### config.mk
export PLATFORM = sky130hd
export DESIGN_NAME = fly_camera_view_matrix_flat
export DESIGN_NICKNAME = d
export VERILOG_FILES = /design/src/design/fcvm_pkg.sv /design/src/design/fcvm_in_if.sv /design/src/design/fcvm_out_if.sv /design/src/design/fcvm_ctrl.sv /design/src/design/fcvm_datapath.sv /design/src/design/fly_camera_view_matrix.sv /design/src/flat_wrapper.sv
export SDC_FILE = /design/constraint.sdc
export NUM_CORES = 2
export LEC_CHECK = 0
export ABC_CLOCK_PERIOD_IN_PS = 28000
export BUFFER_PORTS_ARGS = -buffer_cell sky130_fd_sc_hd__buf_2
export CAP_MARGIN = 0
export CORE_AREA = 5 5 334 336
export DETAILED_ROUTE_END_ITERATION = 8
export DIE_AREA = 0 0 339 341
export MAX_ROUTING_LAYER = met4
export PLACE_DENSITY = 0.72
export REMOVE_ABC_BUFFERS = 1
export SLEW_MARGIN = 20
export SYNTH_ARGS = -nofsm -noshare
export SYNTH_HDL_FRONTEND = slang
export SYNTH_SLANG_ARGS = --single-unit
### constraint.sdc
create_clock -name clk -period 28 [get_ports clk]
set_input_delay 5.6 -clock clk [delete_from_list [all_inputs] [get_ports clk]]
set_output_delay 5.6 -clock clk [all_outputs]
set_load 0.02 [all_outputs]
### src/design/fcvm_pkg.sv
// ----------------------------------------------------------------------------
// fcvm_pkg
// Shared constants, the arctangent table and the controller command type for
// the fly camera view matrix block.
// ----------------------------------------------------------------------------
package fcvm_pkg;

	// Angles are held in 1/64 degree.
	localparam int YAW_FULL          = 23040;
	localparam int YAW_HALF          = 11520;
	localparam int YAW_QUARTER       = 5760;
	localparam int YAW_THREE_QUARTER = 17280;
	localparam int PITCH_LIMIT       = 5696;
	localparam int YAW_RESET         = 5760;
	localparam int PITCH_RESET       = -1920;

	localparam int CORDIC_STEPS = 16;
	localparam int CORDIC_FRAC  = 30;
	localparam int POS_FRAC     = 16;
	localparam int CX_W         = 34;
	localparam int CZ_W         = 26;
	localparam int ITER_W       = 4;

	localparam logic signed [CX_W-1:0] CORDIC_X0 = 34'sd652032874;

	localparam logic CMD_STEP  = 1'b0;
	localparam logic CMD_PLACE = 1'b1;

	localparam logic [2:0] DIR_FWD   = 3'd1;
	localparam logic [2:0] DIR_BACK  = 3'd2;
	localparam logic [2:0] DIR_LEFT  = 3'd3;
	localparam logic [2:0] DIR_RIGHT = 3'd4;
	localparam logic [2:0] DIR_UP    = 3'd5;
	localparam logic [2:0] DIR_DOWN  = 3'd6;

	localparam logic [1:0] ROW_RIGHT = 2'd0;
	localparam logic [1:0] ROW_UP    = 2'd1;
	localparam logic [1:0] ROW_FRONT = 2'd2;

	// Arctangent of 2^-i in 2^-16 degree.
	function automatic logic signed [CZ_W-1:0] atan_step(input logic [ITER_W-1:0] i);
		logic signed [CZ_W-1:0] a;
		case (i)
			4'd0:    a = 26'sd2949120;
			4'd1:    a = 26'sd1740967;
			4'd2:    a = 26'sd919879;
			4'd3:    a = 26'sd466945;
			4'd4:    a = 26'sd234379;
			4'd5:    a = 26'sd117304;
			4'd6:    a = 26'sd58666;
			4'd7:    a = 26'sd29335;
			4'd8:    a = 26'sd14668;
			4'd9:    a = 26'sd7334;
			4'd10:   a = 26'sd3667;
			4'd11:   a = 26'sd1833;
			4'd12:   a = 26'sd917;
			4'd13:   a = 26'sd458;
			4'd14:   a = 26'sd229;
			4'd15:   a = 26'sd115;
			default: a = '0;
		endcase
		return a;
	endfunction

	typedef struct packed {
		logic              load;
		logic              cord_init;
		logic              cord_pitch;
		logic              cord_iter;
		logic              cord_wr;
		logic [ITER_W-1:0] iter;
		logic              mul_go;
		logic [1:0]        mul_idx;
		logic              move;
		logic              dot_go;
		logic [2:0]        term;
		logic [1:0]        row;
		logic              out_load;
	} fcvm_cmd_t;

endpackage

### src/design/fcvm_in_if.sv
// ----------------------------------------------------------------------------
// fcvm_in_if
// Input channel: one camera command per beat.
// ----------------------------------------------------------------------------
interface fcvm_in_if;
	logic               valid;
	logic               ready;
	logic               cmd;
	logic signed [14:0] delta_yaw;
	logic signed [14:0] delta_pitch;
	logic [2:0]         move_direction;
	logic signed [31:0] place_x;
	logic signed [31:0] place_y;
	logic signed [31:0] place_z;

	modport source (output valid, cmd, delta_yaw, delta_pitch, move_direction,
		place_x, place_y, place_z, input ready);
	modport sink (input valid, cmd, delta_yaw, delta_pitch, move_direction,
		place_x, place_y, place_z, output ready);
endinterface

### src/design/fcvm_out_if.sv
// ----------------------------------------------------------------------------
// fcvm_out_if
// Output channel: one view matrix row per beat.
// ----------------------------------------------------------------------------
interface fcvm_out_if;
	logic               valid;
	logic               ready;
	logic [1:0]         row_index;
	logic signed [15:0] axis_x;
	logic signed [15:0] axis_y;
	logic signed [15:0] axis_z;
	logic signed [31:0] offset;
	logic               last;

	modport source (output valid, row_index, axis_x, axis_y, axis_z, offset, last,
		input ready);
	modport sink (input valid, row_index, axis_x, axis_y, axis_z, offset, last,
		output ready);
endinterface

### src/design/fcvm_ctrl.sv
// ----------------------------------------------------------------------------
// fcvm_ctrl
// Sequencer: loads a command, runs the yaw and pitch rotations, the axis
// products, the move and the three row dot products, then hands out rows.
// ----------------------------------------------------------------------------
module fcvm_ctrl import fcvm_pkg::*; (
	input  logic      clk,
	input  logic      arst_n,
	input  logic      in_valid,
	output logic      in_ready,
	output logic      out_valid,
	input  logic      out_ready,
	output fcvm_cmd_t ctl
);

	typedef enum logic [11:0] {
		S_IDLE  = 12'b000000000001,
		S_YINIT = 12'b000000000010,
		S_YAW   = 12'b000000000100,
		S_YWR   = 12'b000000001000,
		S_PINIT = 12'b000000010000,
		S_PIT   = 12'b000000100000,
		S_PWR   = 12'b000001000000,
		S_FMUL  = 12'b000010000000,
		S_MOVE  = 12'b000100000000,
		S_DOT   = 12'b001000000000,
		S_OLOAD = 12'b010000000000,
		S_OUT   = 12'b100000000000
	} state_t;

	localparam logic [ITER_W-1:0] LAST_ITER = ITER_W'(CORDIC_STEPS - 1);
	localparam logic [ITER_W-1:0] FMUL_END  = 4'd4;
	localparam logic [ITER_W-1:0] DOT_END   = 4'd6;

	state_t            state_q, state_d;
	logic [ITER_W-1:0] cnt_q, cnt_d;
	logic [1:0]        row_q, row_d;

	assign in_ready  = (state_q == S_IDLE);
	assign out_valid = (state_q == S_OUT);

	always_comb begin
		state_d = state_q;
		cnt_d   = cnt_q;
		row_d   = row_q;
		ctl     = '0;
		ctl.iter    = cnt_q;
		ctl.mul_idx = cnt_q[1:0];
		ctl.term    = cnt_q[2:0];
		ctl.row     = row_q;
		case (state_q)
			S_IDLE: begin
				if (in_valid) begin
					ctl.load = 1'b1;
					state_d  = S_YINIT;
				end
			end
			S_YINIT: begin
				ctl.cord_init = 1'b1;
				cnt_d   = '0;
				state_d = S_YAW;
			end
			S_YAW: begin
				ctl.cord_iter = 1'b1;
				cnt_d = cnt_q + 1'b1;
				if (cnt_q == LAST_ITER) state_d = S_YWR;
			end
			S_YWR: begin
				ctl.cord_wr = 1'b1;
				state_d = S_PINIT;
			end
			S_PINIT: begin
				ctl.cord_init  = 1'b1;
				ctl.cord_pitch = 1'b1;
				cnt_d   = '0;
				state_d = S_PIT;
			end
			S_PIT: begin
				ctl.cord_iter  = 1'b1;
				ctl.cord_pitch = 1'b1;
				cnt_d = cnt_q + 1'b1;
				if (cnt_q == LAST_ITER) state_d = S_PWR;
			end
			S_PWR: begin
				ctl.cord_wr    = 1'b1;
				ctl.cord_pitch = 1'b1;
				cnt_d   = '0;
				state_d = S_FMUL;
			end
			S_FMUL: begin
				// The last product lands in the cycle after it is issued.
				ctl.mul_go = (cnt_q != FMUL_END);
				cnt_d = cnt_q + 1'b1;
				if (cnt_q == FMUL_END) state_d = S_MOVE;
			end
			S_MOVE: begin
				ctl.move = 1'b1;
				cnt_d   = '0;
				row_d   = ROW_RIGHT;
				state_d = S_DOT;
			end
			S_DOT: begin
				ctl.dot_go = (cnt_q != DOT_END);
				cnt_d = cnt_q + 1'b1;
				if (cnt_q == DOT_END) state_d = S_OLOAD;
			end
			S_OLOAD: begin
				ctl.out_load = 1'b1;
				state_d = S_OUT;
			end
			S_OUT: begin
				if (out_ready) begin
					cnt_d = '0;
					if (row_q == ROW_FRONT) begin
						state_d = S_IDLE;
					end else begin
						row_d   = row_q + 1'b1;
						state_d = S_DOT;
					end
				end
			end
			default: state_d = S_IDLE;
		endcase
	end

	always_ff @(posedge clk or negedge arst_n) begin
		if (!arst_n) begin
			state_q <= S_IDLE;
			cnt_q   <= '0;
			row_q   <= '0;
		end else begin
			state_q <= state_d;
			cnt_q   <= cnt_d;
			row_q   <= row_d;
		end
	end

endmodule

### src/design/fcvm_datapath.sv
// ----------------------------------------------------------------------------
// fcvm_datapath
// Camera state, a shared CORDIC rotator, one shared multiplier with its
// accumulator, position update and the output row register.
// ----------------------------------------------------------------------------
module fcvm_datapath import fcvm_pkg::*; #(
	parameter int POS_WIDTH     = 32,
	parameter int VEC_FRAC_BITS = 14
) (
	input  logic               clk,
	input  logic               arst_n,
	input  fcvm_cmd_t          ctl,
	input  logic               cmd,
	input  logic signed [14:0] delta_yaw,
	input  logic signed [14:0] delta_pitch,
	input  logic [2:0]         move_direction,
	input  logic signed [31:0] place_x,
	input  logic signed [31:0] place_y,
	input  logic signed [31:0] place_z,
	output logic [1:0]         row_index,
	output logic signed [15:0] axis_x,
	output logic signed [15:0] axis_y,
	output logic signed [15:0] axis_z,
	output logic signed [31:0] offset,
	output logic               last
);

	localparam int VW     = VEC_FRAC_BITS + 2;
	localparam int PH_W   = POS_WIDTH - POS_FRAC + 1;
	localparam int MB_W0  = (PH_W > POS_FRAC + 1) ? PH_W : POS_FRAC + 1;
	localparam int MB_W   = (MB_W0 > VW) ? MB_W0 : VW;
	localparam int P_W    = VW + MB_W;
	localparam int ACC_W  = P_W + 18;
	localparam int SH     = CORDIC_FRAC - VEC_FRAC_BITS;
	localparam int UP_SH  = (VEC_FRAC_BITS <= POS_FRAC) ? POS_FRAC - VEC_FRAC_BITS : 0;
	localparam int DN_SH  = (VEC_FRAC_BITS > POS_FRAC) ? VEC_FRAC_BITS - POS_FRAC : 0;

	localparam logic signed [ACC_W-1:0] POS_HI =
		{{(ACC_W-POS_WIDTH+1){1'b0}}, {(POS_WIDTH-1){1'b1}}};
	localparam logic signed [ACC_W-1:0] POS_LO = ~POS_HI;
	localparam logic signed [CX_W-1:0]  CRND   = CX_W'(1) << (SH - 1);
	localparam logic signed [CX_W-1:0]  ONE_C  = CX_W'(1) << VEC_FRAC_BITS;
	localparam logic signed [P_W-1:0]   FRND   = P_W'(1) << (VEC_FRAC_BITS - 1);
	localparam logic signed [ACC_W-1:0] ARND   = ACC_W'(1) << (VEC_FRAC_BITS - 1);
	localparam logic signed [ACC_W-1:0] MRND   = (ACC_W'(1) << DN_SH) >> 1;

	function automatic logic signed [POS_WIDTH-1:0] sat_pos(input logic signed [ACC_W-1:0] v);
		logic signed [POS_WIDTH-1:0] r;
		if (v > POS_HI)      r = POS_WIDTH'(POS_HI);
		else if (v < POS_LO) r = POS_WIDTH'(POS_LO);
		else                 r = POS_WIDTH'(v);
		return r;
	endfunction

	function automatic logic signed [VW-1:0] round_clamp(input logic signed [CX_W-1:0] v);
		logic signed [CX_W-1:0] r;
		logic signed [VW-1:0]   o;
		r = (v + CRND) >>> SH;
		if (r > ONE_C)       o = VW'(ONE_C);
		else if (r < -ONE_C) o = VW'(-ONE_C);
		else                 o = VW'(r);
		return o;
	endfunction

	// Camera state.
	logic [14:0]                 yaw_q;
	logic signed [13:0]          pitch_q;
	logic signed [POS_WIDTH-1:0] pos_x_q, pos_y_q, pos_z_q;
	logic [2:0]                  dir_q;

	// Rotator.
	logic signed [CX_W-1:0] cx_q, cy_q;
	logic signed [CZ_W-1:0] cz_q;
	logic                   neg_q;

	// Trigonometry and axis products, VEC_FRAC_BITS fraction bits.
	logic signed [VW-1:0] cos_y_q, sin_y_q, cos_p_q, sin_p_q;
	logic signed [VW-1:0] t0_q, t1_q, t2_q, t3_q;

	// Multiplier and accumulator.
	logic signed [P_W-1:0]   prod_q;
	logic                    fm_s1, dot_s1;
	logic [1:0]              idx_s1;
	logic [2:0]              term_s1;
	logic signed [ACC_W-1:0] acc_q;

	// Angle update for a step command.
	logic signed [16:0] ysum, yaw_nx;
	logic signed [15:0] psum, pitch_nx;

	always_comb begin
		ysum = $signed({2'b00, yaw_q}) + 17'(delta_yaw);
		if (ysum < 0)                yaw_nx = ysum + 17'(YAW_FULL);
		else if (ysum >= YAW_FULL)   yaw_nx = ysum - 17'(YAW_FULL);
		else                         yaw_nx = ysum;
		psum = 16'(pitch_q) + 16'(delta_pitch);
		if (psum > PITCH_LIMIT)       pitch_nx = 16'(PITCH_LIMIT);
		else if (psum < -PITCH_LIMIT) pitch_nx = -16'(PITCH_LIMIT);
		else                          pitch_nx = psum;
	end

	// Yaw is folded into plus or minus 90 degrees; the far half negates the result.
	logic signed [15:0] ya, ang_y, ang;
	logic               neg_y;

	always_comb begin
		ya    = $signed({1'b0, yaw_q});
		ang_y = ya;
		neg_y = 1'b0;
		if (ya > YAW_QUARTER && ya <= YAW_THREE_QUARTER) begin
			ang_y = ya - 16'(YAW_HALF);
			neg_y = 1'b1;
		end else if (ya > YAW_THREE_QUARTER) begin
			ang_y = ya - 16'(YAW_FULL);
		end
		ang = ctl.cord_pitch ? 16'(pitch_q) : ang_y;
	end

	logic signed [CX_W-1:0] sx, sy;
	logic signed [VW-1:0]   rc, rs;

	assign sx = cx_q >>> ctl.iter;
	assign sy = cy_q >>> ctl.iter;
	assign rc = round_clamp(cx_q);
	assign rs = round_clamp(cy_q);

	always_ff @(posedge clk) begin
		if (ctl.cord_init) begin
			cx_q  <= CORDIC_X0;
			cy_q  <= '0;
			cz_q  <= CZ_W'(ang) <<< 10;
			neg_q <= neg_y & ~ctl.cord_pitch;
		end else if (ctl.cord_iter) begin
			if (!cz_q[CZ_W-1]) begin
				cx_q <= cx_q - sy;
				cy_q <= cy_q + sx;
				cz_q <= cz_q - atan_step(ctl.iter);
			end else begin
				cx_q <= cx_q + sy;
				cy_q <= cy_q - sx;
				cz_q <= cz_q + atan_step(ctl.iter);
			end
		end
		if (ctl.cord_wr) begin
			if (ctl.cord_pitch) begin
				cos_p_q <= rc;
				sin_p_q <= rs;
			end else begin
				cos_y_q <= neg_q ? -rc : rc;
				sin_y_q <= neg_q ? -rs : rs;
			end
		end
	end

	// Rows: right (-sy, 0, cy), up (-cy*sp, cp, -sy*sp), negated front
	// (-cy*cp, -sp, -sy*cp). The t registers already hold the negated products.
	function automatic logic [3*VW-1:0] row_vec(input logic [1:0] r);
		logic [3*VW-1:0] v;
		case (r)
			ROW_RIGHT: v = {-sin_y_q, VW'(0), cos_y_q};
			ROW_UP:    v = {t0_q, cos_p_q, t1_q};
			ROW_FRONT: v = {t2_q, -sin_p_q, t3_q};
			default:   v = '0;
		endcase
		return v;
	endfunction

	logic [3*VW-1:0] sel_v, mv_v;
	logic            mv_en, mv_neg;

	always_comb begin
		sel_v  = row_vec(ctl.row);
		mv_en  = 1'b1;
		mv_neg = 1'b0;
		case (dir_q)
			DIR_FWD:   begin mv_v = row_vec(ROW_FRONT); mv_neg = 1'b1; end
			DIR_BACK:  mv_v = row_vec(ROW_FRONT);
			DIR_LEFT:  begin mv_v = row_vec(ROW_RIGHT); mv_neg = 1'b1; end
			DIR_RIGHT: mv_v = row_vec(ROW_RIGHT);
			DIR_UP:    mv_v = row_vec(ROW_UP);
			DIR_DOWN:  begin mv_v = row_vec(ROW_UP); mv_neg = 1'b1; end
			default: begin
				mv_v  = '0;
				mv_en = 1'b0;
			end
		endcase
	end

	// One unit of motion in position fraction bits.
	logic signed [ACC_W-1:0] ux, uy, uz;

	assign ux = ((ACC_W'($signed(mv_v[3*VW-1:2*VW])) <<< UP_SH) + MRND) >>> DN_SH;
	assign uy = ((ACC_W'($signed(mv_v[2*VW-1:VW])) <<< UP_SH) + MRND) >>> DN_SH;
	assign uz = ((ACC_W'($signed(mv_v[VW-1:0])) <<< UP_SH) + MRND) >>> DN_SH;

	always_ff @(posedge clk or negedge arst_n) begin
		if (!arst_n) begin
			yaw_q   <= 15'(YAW_RESET);
			pitch_q <= 14'(PITCH_RESET);
			pos_x_q <= '0;
			pos_y_q <= '0;
			pos_z_q <= '0;
			dir_q   <= '0;
		end else if (ctl.load) begin
			if (cmd == CMD_PLACE) begin
				pos_x_q <= sat_pos(ACC_W'(place_x));
				pos_y_q <= sat_pos(ACC_W'(place_y));
				pos_z_q <= sat_pos(ACC_W'(place_z));
				yaw_q   <= 15'(YAW_RESET);
				pitch_q <= 14'(PITCH_RESET);
				dir_q   <= '0;
			end else begin
				yaw_q   <= 15'(yaw_nx);
				pitch_q <= 14'(pitch_nx);
				dir_q   <= move_direction;
			end
		end else if (ctl.move && mv_en) begin
			pos_x_q <= sat_pos(mv_neg ? ACC_W'(pos_x_q) - ux : ACC_W'(pos_x_q) + ux);
			pos_y_q <= sat_pos(mv_neg ? ACC_W'(pos_y_q) - uy : ACC_W'(pos_y_q) + uy);
			pos_z_q <= sat_pos(mv_neg ? ACC_W'(pos_z_q) - uz : ACC_W'(pos_z_q) + uz);
		end
	end

	// Dot products split each position into a signed high part and an unsigned
	// 16-bit low part so that every product fits the one multiplier.
	logic signed [POS_WIDTH-1:0] pos_k;
	logic signed [POS_WIDTH:0]   pos_ext;
	logic signed [VW-1:0]        mul_a;
	logic signed [MB_W-1:0]      mul_b;

	always_comb begin
		case (ctl.term[2:1])
			2'd0:    pos_k = pos_x_q;
			2'd1:    pos_k = pos_y_q;
			default: pos_k = pos_z_q;
		endcase
		pos_ext = (POS_WIDTH+1)'(pos_k);
		if (ctl.mul_go) begin
			mul_a = ctl.mul_idx[0] ? sin_y_q : cos_y_q;
			mul_b = MB_W'(ctl.mul_idx[1] ? cos_p_q : sin_p_q);
		end else begin
			case (ctl.term[2:1])
				2'd0:    mul_a = $signed(sel_v[3*VW-1:2*VW]);
				2'd1:    mul_a = $signed(sel_v[2*VW-1:VW]);
				default: mul_a = $signed(sel_v[VW-1:0]);
			endcase
			if (ctl.term[0])
				mul_b = MB_W'($signed({1'b0, pos_k[POS_FRAC-1:0]}));
			else
				mul_b = MB_W'($signed(pos_ext[POS_WIDTH:POS_FRAC]));
		end
	end

	always_ff @(posedge clk or negedge arst_n) begin
		if (!arst_n) begin
			fm_s1  <= 1'b0;
			dot_s1 <= 1'b0;
		end else begin
			fm_s1  <= ctl.mul_go;
			dot_s1 <= ctl.dot_go;
		end
	end

	logic signed [P_W-1:0]   fr;
	logic signed [ACC_W-1:0] term_ext, oq;
	logic signed [POS_WIDTH-1:0] off;

	assign fr       = (prod_q + FRND) >>> VEC_FRAC_BITS;
	assign term_ext = term_s1[0] ? ACC_W'(prod_q) : ACC_W'(prod_q) <<< POS_FRAC;
	assign oq       = (acc_q + ARND) >>> VEC_FRAC_BITS;
	assign off      = sat_pos(-oq);

	always_ff @(posedge clk) begin
		prod_q  <= mul_a * mul_b;
		idx_s1  <= ctl.mul_idx;
		term_s1 <= ctl.term;
		if (fm_s1) begin
			case (idx_s1)
				2'd0:    t0_q <= -VW'(fr);
				2'd1:    t1_q <= -VW'(fr);
				2'd2:    t2_q <= -VW'(fr);
				default: t3_q <= -VW'(fr);
			endcase
		end
		if (dot_s1) begin
			acc_q <= (term_s1 == 3'd0) ? term_ext : acc_q + term_ext;
		end
		if (ctl.out_load) begin
			row_index <= ctl.row;
			axis_x    <= 16'($signed(sel_v[3*VW-1:2*VW]));
			axis_y    <= 16'($signed(sel_v[2*VW-1:VW]));
			axis_z    <= 16'($signed(sel_v[VW-1:0]));
			offset    <= 32'(off);
			last      <= (ctl.row == ROW_FRONT);
		end
	end

endmodule

### src/design/fly_camera_view_matrix.sv
// ----------------------------------------------------------------------------
// fly_camera_view_matrix
// First-person camera with yaw, pitch and position that emits its view matrix.
// ----------------------------------------------------------------------------
// Each accepted command produces three row beats (right, up, negated front).
// A command first runs the two 16-iteration CORDIC passes on the one shared
// rotator, the four axis products and the move; each row then takes six
// passes through the single shared multiplier, rounding and the row beat.
// A new command is accepted only after the third row has been taken.
// ----------------------------------------------------------------------------
module fly_camera_view_matrix import fcvm_pkg::*; #(
	parameter int POS_WIDTH     = 32,
	parameter int VEC_FRAC_BITS = 14
) (
	input logic        clk,
	input logic        arst_n,
	fcvm_in_if.sink    step_in,
	fcvm_out_if.source row_out
);

	fcvm_cmd_t ctl;

	fcvm_ctrl u_ctrl (
		.clk       (clk),
		.arst_n    (arst_n),
		.in_valid  (step_in.valid),
		.in_ready  (step_in.ready),
		.out_valid (row_out.valid),
		.out_ready (row_out.ready),
		.ctl       (ctl)
	);

	fcvm_datapath #(
		.POS_WIDTH     (POS_WIDTH),
		.VEC_FRAC_BITS (VEC_FRAC_BITS)
	) u_datapath (
		.clk            (clk),
		.arst_n         (arst_n),
		.ctl            (ctl),
		.cmd            (step_in.cmd),
		.delta_yaw      (step_in.delta_yaw),
		.delta_pitch    (step_in.delta_pitch),
		.move_direction (step_in.move_direction),
		.place_x        (step_in.place_x),
		.place_y        (step_in.place_y),
		.place_z        (step_in.place_z),
		.row_index      (row_out.row_index),
		.axis_x         (row_out.axis_x),
		.axis_y         (row_out.axis_y),
		.axis_z         (row_out.axis_z),
		.offset         (row_out.offset),
		.last           (row_out.last)
	);

endmodule

### src/flat_wrapper.sv
// flat-port wrapper written by rule: the top's interface ports become plain ports
module fly_camera_view_matrix_flat import fcvm_pkg::*;
#(
	parameter int POS_WIDTH     = 32,
	parameter int VEC_FRAC_BITS = 14
)
  (clk, arst_n, step_in_valid, step_in_cmd, step_in_delta_yaw, step_in_delta_pitch, step_in_move_direction, step_in_place_x, step_in_place_y, step_in_place_z, step_in_ready, row_out_valid, row_out_row_index, row_out_axis_x, row_out_axis_y, row_out_axis_z, row_out_offset, row_out_last, row_out_ready);
  fcvm_in_if step_in_i ();
  fcvm_out_if row_out_i ();
  input logic clk;
  input logic arst_n;
  input wire logic [$bits(step_in_i.valid)-1:0] step_in_valid;
  input wire logic [$bits(step_in_i.cmd)-1:0] step_in_cmd;
  input wire logic [$bits(step_in_i.delta_yaw)-1:0] step_in_delta_yaw;
  input wire logic [$bits(step_in_i.delta_pitch)-1:0] step_in_delta_pitch;
  input wire logic [$bits(step_in_i.move_direction)-1:0] step_in_move_direction;
  input wire logic [$bits(step_in_i.place_x)-1:0] step_in_place_x;
  input wire logic [$bits(step_in_i.place_y)-1:0] step_in_place_y;
  input wire logic [$bits(step_in_i.place_z)-1:0] step_in_place_z;
  output wire logic [$bits(step_in_i.ready)-1:0] step_in_ready;
  output wire logic [$bits(row_out_i.valid)-1:0] row_out_valid;
  output wire logic [$bits(row_out_i.row_index)-1:0] row_out_row_index;
  output wire logic [$bits(row_out_i.axis_x)-1:0] row_out_axis_x;
  output wire logic [$bits(row_out_i.axis_y)-1:0] row_out_axis_y;
  output wire logic [$bits(row_out_i.axis_z)-1:0] row_out_axis_z;
  output wire logic [$bits(row_out_i.offset)-1:0] row_out_offset;
  output wire logic [$bits(row_out_i.last)-1:0] row_out_last;
  input wire logic [$bits(row_out_i.ready)-1:0] row_out_ready;
  assign step_in_i.valid = step_in_valid;
  assign step_in_i.cmd = step_in_cmd;
  assign step_in_i.delta_yaw = step_in_delta_yaw;
  assign step_in_i.delta_pitch = step_in_delta_pitch;
  assign step_in_i.move_direction = step_in_move_direction;
  assign step_in_i.place_x = step_in_place_x;
  assign step_in_i.place_y = step_in_place_y;
  assign step_in_i.place_z = step_in_place_z;
  assign step_in_ready = step_in_i.ready;
  assign row_out_valid = row_out_i.valid;
  assign row_out_row_index = row_out_i.row_index;
  assign row_out_axis_x = row_out_i.axis_x;
  assign row_out_axis_y = row_out_i.axis_y;
  assign row_out_axis_z = row_out_i.axis_z;
  assign row_out_offset = row_out_i.offset;
  assign row_out_last = row_out_i.last;
  assign row_out_i.ready = row_out_ready;
  fly_camera_view_matrix #(.POS_WIDTH(POS_WIDTH), .VEC_FRAC_BITS(VEC_FRAC_BITS)) u_core (.clk(clk), .arst_n(arst_n), .step_in(step_in_i), .row_out(row_out_i));
endmodule
# [Word level (Yosys, flattened, before mapping)]
# Memory sizes are Yosys's and may differ from the RTL's.
# Cells that the tools add are included.
[word_totals] reg_bits=543 mem_bits_ro=704 in_bits=134 wordCells=255 mem_count=2
[memory_table] name="(name not given)" depth=16 word_bits=22 read_ports=1 rd_ports_with_merged_regs=0 wr=0 line_no="fcvm_pkg.sv:43" source="case (i)"
[memory_table] name="(name not given)" depth=16 word_bits=22 read_ports=1 rd_ports_with_merged_regs=0 wr=0 line_no="fcvm_pkg.sv:43"
[classes] addsub=31 multipliers=1 magnitude_cmp=25 eq_ne=36 n_shift=2 muxes=89 n_bitwise=3 reduce_logical=32
[op_table] operator="2-to-1 mux 32 bit" count=22
[op_table] operator="case mux 48 bit (3 select lines)" count=2
[op_table] operator="2-to-1 mux 26 bit" count=9
[op_table] operator="greater-than comparator 51 x 32 -> 1 bit, second input constant" count=4
[op_table] operator="< comparator 51 x 32 -> 1 bit, second input constant" count=4
[op_table] operator="2-to-1 mux 51 bit" count=4
[op_table] operator="2-to-1 mux 16 bit" count=11
[op_table] operator="case mux 12 bit (12 select lines)" count=1
[op_table] operator="adder 32 x 18 -> 33 bit" count=3
[op_table] operator="subtractor 32 x 18 -> 33 bit" count=3
[op_table] operator="greater-than comparator 32 bit, second input constant" count=3
[op_table] operator="< comparator 32 bit, second input constant" count=3
[op_table] operator="negation 16 bit" count=5
[op_table] operator="2-to-1 mux 12 bit" count=6
[op_table] operator="adder 34 x 17 -> 34 bit, second input constant" count=2
[op_table] operator="adder 34 bit" count=2
[op_table] operator="2-to-1 mux 34 bit" count=2
[op_table] operator=">>> shifter 34 x 4 -> 34 bit" count=2
[op_table] operator="subtractor 34 bit" count=2
[op_table] operator="case mux 32 bit (2 select lines)" count=1
[op_table] operator="adder 51 x 15 -> 51 bit, second input constant" count=1
[op_table] operator="adder 51 x 49 -> 51 bit" count=1
[op_table] operator="2-to-1 mux 17 bit" count=3
[op_table] operator="negation 37 -> 51 bit" count=1
[op_table] operator="other kinds (68)" count=122

# [Longest topological paths before layout]
[logic_depth] depth_word=10 ltp_mapped=40

# [Cells and area by module]
# A second synthesis with hierarchy kept.
[hier_totals] hier_cells=7036 hier_area_um2=60299.1
[modules_own_cells] mod="fcvm_datapath" n_inst=1 cells_each=6884 area_per_inst_um2=58915.3 seq_area_each_um2=13963.4
[modules_own_cells] mod="fcvm_ctrl" n_inst=1 cells_each=152 area_per_inst_um2=1383.8 seq_area_each_um2=451.7

# [Worst setup path after synthesis]
# OpenSTA, ideal clock, no wires.
[synth_path] path_type="register to register" start="register u_core.u_ctrl.cnt_q[1]" end="register u_core.u_datapath.prod_q[31]" setup_time_ns=0.072 t_arrival_ns=9.126 required_ns=27.928 slack_ns=18.802 path_stages_with_launch=36 synth_period_minus_slack_ns=9.198 path_cell_list="dfrtp_1 > clkbuf_1 > buf_2 > inv_1 > clkbuf_1 > clkbuf_1 > ha_1 > clkbuf_1 > a21o_1 > clkbuf_1 > clkbuf_1 > clkbuf_1 > o21a_1 > clkbuf_1 > nor2_1 > fa_1 > inv_1 > fa_1 > fa_1 > fa_1 > inv_1 > fa_1 > inv_1 > fa_1 > inv_1 > ha_1 > a21o_1 > a21oi_1 > a31oi_1 > a21o_1 > o311a_1 > and2_1 > or4_1 > a41o_1 > a21oi_1 > xnor2_1"
[synth_between] elab_chain_len=5 elab_cells_between_ends=11
[synth_rtl] element="from (decl)" line_no="fcvm_ctrl.sv:36" source="logic [ITER_W-1:0] cnt_q, cnt_d;"
[synth_rtl] element="from (signal assigned)" line_no="fcvm_ctrl.sv:133" source="cnt_q <= cnt_d;"
[synth_rtl] element="equality test 2 x 1 -> 1 bit or zero test 2 bit (tied branches)" line_no="fcvm_datapath.sv:232, fcvm_datapath.sv:242"
[synth_rtl] element="case mux 32 bit (2 select lines)" line_no="fcvm_datapath.sv:232" source="case (ctl.term[2:1])"
[synth_rtl] element="2-to-1 mux 17 bit" line_no="fcvm_datapath.sv:247" source="if (ctl.term[0])"
[synth_rtl] element="2-to-1 mux 17 bit" line_no="fcvm_datapath.sv:238" source="if (ctl.mul_go) begin"
[synth_rtl] element="multiplier 16 x 17 -> 33 bit *" line_no="fcvm_datapath.sv:274" source="prod_q <= mul_a * mul_b;"
[synth_rtl] element="to (signal assigned)" line_no="fcvm_datapath.sv:274"
[synth_rtl] element="to (decl)" line_no="fcvm_datapath.sv:81" source="logic signed [P_W-1:0] prod_q;"
# Mark *: on every way between the ends. The rest lies on a longest branch, timed or not.
# A chain may end at the register's enable or synchronous reset.

# [Worst setup path after layout]
[layout_path] start="register u_core.u_ctrl.cnt_q[2]" end="register u_core.u_datapath.prod_q[31]"
# Same word-level chain as after synthesis.

==> impl_results.md <==
- Clock Sinks: between 500 and 600
- Row cnt: 121
- Routed wl met2: just over 80000 um
- Via count: between 50000 and 60000
- Endpoints failing setup: 0
- Top_reg_cell synth: edfxtp_1
- Peak Freq: 0.1057 GHz
- Worst Skew: roughly 0.027 ns
- Worst reg2reg endpoint: u_core.u_datapath.prod_q[31]
- Hold Vio Cnt, Final: 0
- Top delay family on crit path: adder cells
- Post-CTS Setup Inserts: 0
- CTS max path bufs: 3
- CTS tree: built
- DP Cell Count: 8209
- Die area: 115600 um2
- Met3 wire length: between 15000 and 20000 um
- GP Congestion: about 0.99
- Yosys cell types: between 100 and 150
- H-tree depth reported by CTS: 3
- P&R area growth vs syn: 7.563%
- R2r worst-path depth: 28
- Overflow left after global routing: 0
- Layout Cells excl Fill: 8340
- Critical Path AT: 10.04 ns
- Most frequent cells in the layout: 650 x nand2_1, 629 x nor2_1, 498 x inv_1, 497 x a21oi_1, 377 x ha_1
- Min Tclk post-route: 9.464 ns
- DPL Wire Length: between 100000 and 150000 um
- FFs w/ async S/R, synth: 0.2736
- Syn. warnings: 0
- Slew headroom: 0.2337
- Port Buf Inserts: roughly 220
- Antenna Nets Post-Route: 0
- Post-CTS Hold Buffers: 0
- Drt via density: approximately 6.3
- Die Wd: 339 um
- Global-route wire length before repair: approximately 290000 um
- Antenna violations before repair: 1
- Pre-antenna DRT Iters: 7
- Post-CTS resize count: 0
- R2r setup slk: between 15 and 20 ns
- Syn Area/Cell: approximately 8.6 um2
- Clock slew at reported path FFs: roughly 0.06 ns
- Register bit total from synthesis: between 500 and 600
- WL met1: about 76000 um
- Setup crit end: u_core.u_datapath.prod_q[31]
- Residual DRC count: 0
- Cells after synthesis: around 6800
- Levels on crit path: 28
- Setup TNS: 0 ns
- Root buffer cell: clkbuf_16
- Die H: between 300 and 400 um
- Largest net degree at the start of global routing: between 100 and 150
- Bufs and invs on worst path: 7
- Critical path peak fanout: approximately 80
- Commonest non-fill, non-tap cell in the layout: nand2_1
- Period utilization: 0.3380
- Worst-margin pin slew: 1.120 ns
- Status: finished, final reports clean
- Slowest cell on crit path: dfrtp_4
- Setup crit start kind: register
- Critical path type: register to register
- Worst setup path startpoint: u_core.u_ctrl.cnt_q[2]
- Critical path capture point type: register
- Drt wl/cell: between 20 and 25 um
- Post-synth EDFFs: 279
- 1st-iter DRT viols: between 5000 and 6000
- Hold/Removal Path Class: register to register
- Initial core utilization: 0.5459
- Nets@finish: ~7700
- Top Layer Used: met4
- Delay of the slowest cell on the worst path: 0.76 ns
- TritonCTS buffer count: 70
- Post-Route WL: roughly 180000 um
- RSZ-0062 raised after global routing: false
- Post-Synthesis Cell Area: between 50000 and 60000 um2
- Top Ports: roughly 220
- Worst path required time: around 29 ns
- Gr usage total: 0.3174
- Cell mode on critical path: fa_1
- Core footprint: about 110000 um2
- Vias in the first global route: approximately 51000
- Maxcap violations: 0
- Latest clock arrival within the worst-skew pair: 0.66 ns
- Layout cells sized above 1: 0.09993
- Reg2reg start: u_core.u_ctrl.cnt_q[2]
- Count of pins over their slew limit: 0
- Register area share after synthesis: 0.2433
==> worst min path at each step <==
stage,from,endpoint,slack (ns),depth (start not counted)
floorplan,u_core.u_datapath.cz_q[2],u_core.u_datapath.cz_q[2],0.43,2
global placement,u_core.u_datapath.cz_q[8],u_core.u_datapath.cz_q[8],0.44,2
detailed placement,u_core.u_datapath.cz_q[3],u_core.u_datapath.cz_q[3],0.45,2
CTS,u_core.u_datapath.cz_q[8],u_core.u_datapath.cz_q[8],0.47,2
global route,u_core.u_datapath.cz_q[5],u_core.u_datapath.cz_q[5],0.49,2
finish,u_core.u_datapath.cz_q[7],u_core.u_datapath.cz_q[7],0.46,2
==> registers in the layout, indices dropped and copies added (netlist names), 26 cells and up <==
| name | count |
|---|---|
| u_core.u_datapath.cx_q | 34 |
| u_core.u_datapath.acc_q | 51 |
| u_core.u_datapath.pos_x_q | 32 |
| u_core.u_datapath.cz_q | 26 |
| u_core.u_datapath.cy_q | 34 |
| u_core.u_datapath.offset | 32 |
| u_core.u_datapath.pos_y_q | 32 |
| u_core.u_datapath.pos_z_q | 32 |
| u_core.u_datapath.prod_q | 33 |
==> metal layers <==
layer,vias up,global-route usage
met5,-,-
met4,0,0.1300
met3,467,0.05144
met2,2233,0.4971
met1,25240,0.4136
li1,24570,-
==> per-stage QoR <==
stage | setup slack, ns | area [um2] | hold slack [ns] | util
floorplan | 14.90 | 57700 | 0.4315 | -
global placement | 17.76 | 61200 | 0.4398 | 0.5654
detailed placement | 17.76 | 61200 | 0.4530 | 0.5654
CTS | 18.36 | 63550 | 0.4658 | 0.5871
global route | 18.16 | 63560 | 0.4940 | 0.5872
finish | 18.54 | 63560 | 0.4620 | 0.5872
==> cell type report <==
type / count / area, um2
diodes: 1 / 2.502
clock buffers: 91 / 1973
clock inverters: 39 / 372.9
fillers: 9592 / 44680
inverters: 504 / 1896
multi-input cells: 5463 / 41530
flip-flops and latches: 541 / 14390
well taps: 1414 / 1769
repair buffers: 287 / 1628
==> synthesized netlist by cell type, types with 66 or more instances <==
master    instances  area share
nand2_1         651       0.041
nor2_1          631       0.040
inv_1           499       0.032
a21oi_1         498       0.042
ha_1            380       0.080
o21ai_0         364       0.031
xnor2_1         337       0.050
fa_1            286       0.097
edfxtp_1        279        0.14
clkbuf_1        230       0.015
xor2_1          201       0.030
mux2i_1         173       0.029
nor3_1          159       0.013
a21o_1          141       0.018
dfrtp_1         139       0.059
nand3_1         128       0.011
dfxtp_1         114       0.039
mux4_2           96       0.037
nor2b_1          84      0.0089
and2_1           82      0.0087
o21a_1           77      0.0098
nand2b_1         76      0.0080
o22ai_1          67      0.0071
a31oi_1          66      0.0070
==> cell families (layout without fill, tap and decap cells) <==
group	after synthesis	count (layout)	share of synthesized area
simple gates	2201	2201	0.1779
compound gates	1719	1719	0.1867
buf+inv	840	921	0.05564
fa+ha+maj	668	668	0.1777
xor+xnor	541	541	0.08056
flops	541	541	0.2433
mux	334	334	0.07832
other cells	0	1	0
==> worst min-delay path: cells and delay by family, from the launching register on <==
family | cells | cell delay, ns
flops | 1 | 0.33
compound gates | 1 | 0.05
simple gates | 1 | 0.05
Power is not shown: default switching activity piles up to over one toggle a cycle in this logic, so the estimate is an artifact.
